==> config.mk <==
export PLATFORM = sky130hd
export DESIGN_NAME = cpi_ctrl
export DESIGN_NICKNAME = d
export VERILOG_FILES = /design/src/hdl/cpi_pkg.sv /design/src/hdl/cpi_ctrl.sv
export SDC_FILE = /design/constraint.sdc
export NUM_CORES = 1
export LEC_CHECK = 0
export BUFFER_PORTS_ARGS = -buffer_cell sky130_fd_sc_hd__buf_2
export CAP_MARGIN = 15
export CORE_AREA = 5 5 42 44
export DETAILED_ROUTE_END_ITERATION = 7
export DIE_AREA = 0 0 47 49
export PLACE_DENSITY_LB_ADDON = 0.15
export SLEW_MARGIN = 20
export SYNTH_ARGS = -nofsm -noshare
export SYNTH_HDL_FRONTEND = slang
export SYNTH_SLANG_ARGS = --single-unit
==> constraint.sdc <==
create_clock -name clk -period 1.3 [get_ports clk]
set_input_delay 0.26 -clock clk [delete_from_list [all_inputs] [get_ports clk]]
set_output_delay 0.26 -clock clk [all_outputs]
set_load 0.05 [all_outputs]
==> src/hdl/cpi_pkg.sv <==
// Shared types and constants for the color palette indexer.
// Used by cpi_ctrl, cpi_datapath and color_palette_indexer_top; no dependencies.
`timescale 1ns / 1ps
`default_nettype none

package cpi_pkg;

  localparam int unsigned PALETTE_DEPTH = 256;

  localparam int unsigned PIXEL_W = 32;
  localparam int unsigned INDEX_W = 8;
  localparam int unsigned COUNT_W = 9;

  localparam int unsigned IDX_W = (PALETTE_DEPTH > 1) ? $clog2(PALETTE_DEPTH) : 1;
  localparam int unsigned CNT_W = $clog2(PALETTE_DEPTH + 1);

  localparam int unsigned GROUP_SIZE = 16;
  localparam int unsigned GRP_IDX_W  = $clog2(GROUP_SIZE);
  localparam int unsigned NUM_GROUPS = (PALETTE_DEPTH + GROUP_SIZE - 1) / GROUP_SIZE;
  localparam int unsigned GRP_SEL_W  = (NUM_GROUPS > 1) ? $clog2(NUM_GROUPS) : 1;
  localparam int unsigned PAD_DEPTH  = NUM_GROUPS * GROUP_SIZE;
  localparam int unsigned HIT_W      = GRP_SEL_W + GRP_IDX_W;

  typedef enum logic [1:0] {
    ST_IDLE,
    ST_REDUCE,
    ST_FINISH
  } cpi_state_t;

  typedef struct packed {
    logic accept;
    logic reduce;
    logic finish;
  } cpi_cmd_t;

endpackage

`default_nettype wire

==> src/hdl/cpi_ctrl.sv <==
// Controller state machine of the color palette indexer.
// Depends on cpi_pkg; drives the datapath commands and both handshakes.
`timescale 1ns / 1ps
`default_nettype none

module cpi_ctrl (
  input  wire logic             clk,
  input  wire logic             rst_n,
  input  wire logic             in_valid,
  output logic                  in_ready,
  output logic                  out_valid,
  input  wire logic             out_ready,
  output cpi_pkg::cpi_cmd_t     cmd
);
  import cpi_pkg::*;

  cpi_state_t state_r, state_nxt;
  logic       out_valid_r, out_valid_nxt;

  always_ff @(posedge clk) begin
    if (!rst_n) begin
      state_r     <= ST_IDLE;
      out_valid_r <= 1'b0;
    end else begin
      state_r     <= state_nxt;
      out_valid_r <= out_valid_nxt;
    end
  end

  always_comb begin
    state_nxt = state_r;
    cmd       = '0;
    in_ready  = 1'b0;
    unique case (state_r)
      ST_IDLE: begin
        in_ready = 1'b1;
        if (in_valid) begin
          cmd.accept = 1'b1;
          state_nxt  = ST_REDUCE;
        end
      end
      ST_REDUCE: begin
        cmd.reduce = 1'b1;
        state_nxt  = ST_FINISH;
      end
      ST_FINISH: begin
        if (!out_valid_r || out_ready) begin
          cmd.finish = 1'b1;
          state_nxt  = ST_IDLE;
        end
      end
      default: begin
        state_nxt = ST_IDLE;
      end
    endcase
    out_valid_nxt = (out_valid_r && !out_ready) || cmd.finish;
  end

  assign out_valid = out_valid_r;

endmodule

`default_nettype wire

== Yosys cells after proc, flatten, opt, wreduce, memory -nomap -nowiden ==
Index checks and enable logic that the tools add are counted.
W data, S select, Z words.
Word-level totals
  register bits after elaboration: 3
  output and inout port bits: 5
Cells by class
  multiplexer cells: 9
  reductions and logical operators: 7
  equal/unequal tests: 4
Operators with widths (count)
  $mux W1: 6
  $pmux W2 S3: 1
  $mux W2: 2
  $ne A2 B2 Y1 const B: 2
  $eq A2 B1 Y1 const B: 1
  $eq A2 B2 Y1 const B: 1
  $logic_not A1 Y1: 2
  $logic_not A2 Y1: 1
  $logic_or A1 B1 Y1: 2
  $reduce_and A2 Y1: 1
  $logic_and A1 B1 Y1: 1

== Logic depth before layout (Yosys ltp) ==
  depth in word-level cells: 5
  gate-level depth with buffers: 2

== Worst setup path before layout ==
No wires, ideal clock.
  kind: register to output
  from: register out_valid_r (netlist: out_valid)
  to: output cmd[0] in the netlist's numbering
  cell stages (with the launch flop): 3
  data required time: 1.040 ns
  path buffers: 0
  setup slack: -0.300 ns
  arrival: 1.340 ns
  cells stage by stage: dfxtp_1 > nand2b_1 > nor2b_1
RTL lines
  from (decl): RTL line cpi_ctrl.sv:18  | logic out_valid_r, out_valid_nxt;
  from (signal assigned): RTL line cpi_ctrl.sv:26  | out_valid_r <= out_valid_nxt;
  to (decl): RTL line cpi_ctrl.sv:13  | output cpi_pkg::cpi_cmd_t cmd

==> results.ini <==
[logic_synthesis]
synth_xor_area_frac = 0
synth_top_family_by_area = simple AND/OR/NAND/NOR gates
ys_seq_elements = 3
syn_area_um2 = 139
synth_area_leaders = dfxtp_1, and4bb_1, nand2b_1, nor3b_2, and2b_4
yosysTopAreaCell = dfxtp_1
yosys.area_share.simple = 0.459
synthAdderAreaFrac = 0
synth_cells = 13
synth_compound_area_frac = 0.108
synthMuxAreaShare = 0
yosysWarnings = 0
yosysSeqAreaShare = 0.432
yosys.area.top_type_share = 0.432
ys_types = 10
syn-num-nets = 17
postSynthAreaPerCell_um2 = 10.7

[drt]
antenna_left = 0
drt_wl_total_um = 348
via_per_inst = 3.15
drtIter0Drc = 1
vias = 129
drtPass1Iterations = 4
drc = 0
wl_per_cell_um = 8.49

[grt]
grt_overflow = 0
grt_pass1_wl_um = 552
grt_pass1_vias = 139
antenna_found_initial = 0
grt_max_degree = 6
track_usage = 0.0415

[place]
dp_hpwl_um = 276
place_inst = 37
place_worst_setup_slack_ns = 0.135
port_buffers = 8
gp_congestion = 0.614

[timing]
grt_setup_unrepaired = yes
holdWs_ns = 0.260
tns_ns = 0
min_period_over_period = 0.959
finalClockSkew_ns = 0.000184
setup_viol = 0
hold_violations = 0
post-route-min-period_ns = 1.25
clock.fmax_mhz = 802
tightestPinTransition_ns = 0.250
fin_ws_ns = 0.0537
max-slew-margin-rel = 0.834
maxSlewViolCount = 0

[clock_tree]
clock-sinks = 3
cts_root_buf = clkbuf_4
cts_made_buffers = 3
post_cts_buffers = 0
cts_buffer_depth = 2
clk_latency_ns = 0.23
cts_max_level = 1
cts_tree = done
clk_pin_slew_ns = 0.04
ctsHoldBuffers = 0

[final_layout]
diodes = 0
final_cells = 41
final_cell_mix = buf_2, clkbuf_4, buf_6, dfxtp_2
syn2layout_area_growth_pct = 92.8
nets = 30
final_common_cell = buf_2
drive_gt1_frac = 0.680

[pwr]
p_leak_nw = 0.121
p_comb_frac = 0.226
ir_worst_vdd_uv = 533
internal_power_mw = 0.244
p_sw_mw = 0.0993
power_frac_clock = 0.471
p_per_area_nw_per_um2 = 1280
swShare = 0.289
p_seq_frac = 0.303

[floorplan]
row_count = 14
coreArea_um2 = 1400
die_x_um = 47
die-area_um2 = 2300
dieHeight_um = 49
io_pins = 9
start_util = 0.0991

[worst_setup_path]
crit_path_start_kind = register
crit_path_end_kind = output port
crit_type = register to output port
path_max_fanout = 5
cp_cell_sequence = and2b_4 > buf_6
crit_family = flip-flops
critPathArrivalTime_ns = 0.99
critPathSlowestCell = dfxtp_2
slowest_delay_ns = 0.35
path_buf_inv = 1
required_ns = 1.04

[run_status]
status = completed

[run]
maxCapViolCount = 0

[min_path]
hold_path_class = primary input to register

## layout make-up
cell class	instances	area, µm²
fillers	163	1130
multi-input cells	10	100
flip-flops and latches	3	62.6
repair buffers	8	58.8
clock buffers	4	26.3
well taps	16	20.0
## stage by stage
stage	utilization	cell area, µm²	power (mW)
floorplan	-	146	0.152
global placement	0.147	206	0.169
detailed placement	0.147	206	0.169
CTS	0.174	244	0.345
global route	0.191	268	0.370
finish	0.191	268	0.344
## path summary, 6_finish.rpt
path                                    to       start  cells past startpoint  slack [ns]
worst max-delay path                cmd[1]  state_r[1]                      2        0.05
worst min-delay path            state_r[1]       rst_n                      2        0.26
worst max register to register  state_r[1]  state_r[1]                      2        0.42
worst min register to register   out_valid   out_valid                      2        0.52
## power groups by stage
stage                     sequential (mW)  clock (mW)  combinational [mW]
after CTS                           0.102       0.173              0.0705
after floorplan                     0.106           0              0.0469
final                               0.104       0.162              0.0775
after detailed placement            0.103           0              0.0656
after global placement              0.103           0              0.0657
after global routing                0.105       0.183              0.0817
## repair_timing
| item | CTS | global route |
|---|---|---|
| gates resized for setup | 4 | 6 |
| pin swaps | 0 | 1 |
| setup endpoints to repair | 3 | 3 |
## per-layer routing
metal  vias up  track usage  part of all wire
li1         67            -                 -
met1        55       0.0371              0.47
met2         7       0.0407              0.37
met3         0       0.0554              0.15
met4         0       0.0415                 0
met5         -            0                 0
## cell usage after synthesis
cell / n
dfxtp_1: 3
and2b_4: 1
nor2b_1: 1
o21a_1: 1
nor3b_2: 1
and4bb_1: 1
a21boi_0: 1
and2_1: 1
nand2b_1: 2
nor2_1: 1
## worst register-to-register path: cells and delay by family (launching register included)
| kind | cells | cell delay (ns) |
|---|---|---|
| AO/OA/AOI/OAI | 1 | 0.17 |
| AND/OR/NAND/NOR | 1 | 0.21 |
| flip-flops | 1 | 0.39 |
## cell families (layout without fill, tap and decap cells)
kind of cell | count (synthesis) | in the layout
flops | 3 | 3
simple gates | 8 | 8
buf+inv | 0 | 12
compound gates | 2 | 2
## flip-flops by register name, summed over array words and instances, names as in the netlist
signal,cells
state_r,2
out_valid,1
(Power assumes the default switching activity.)
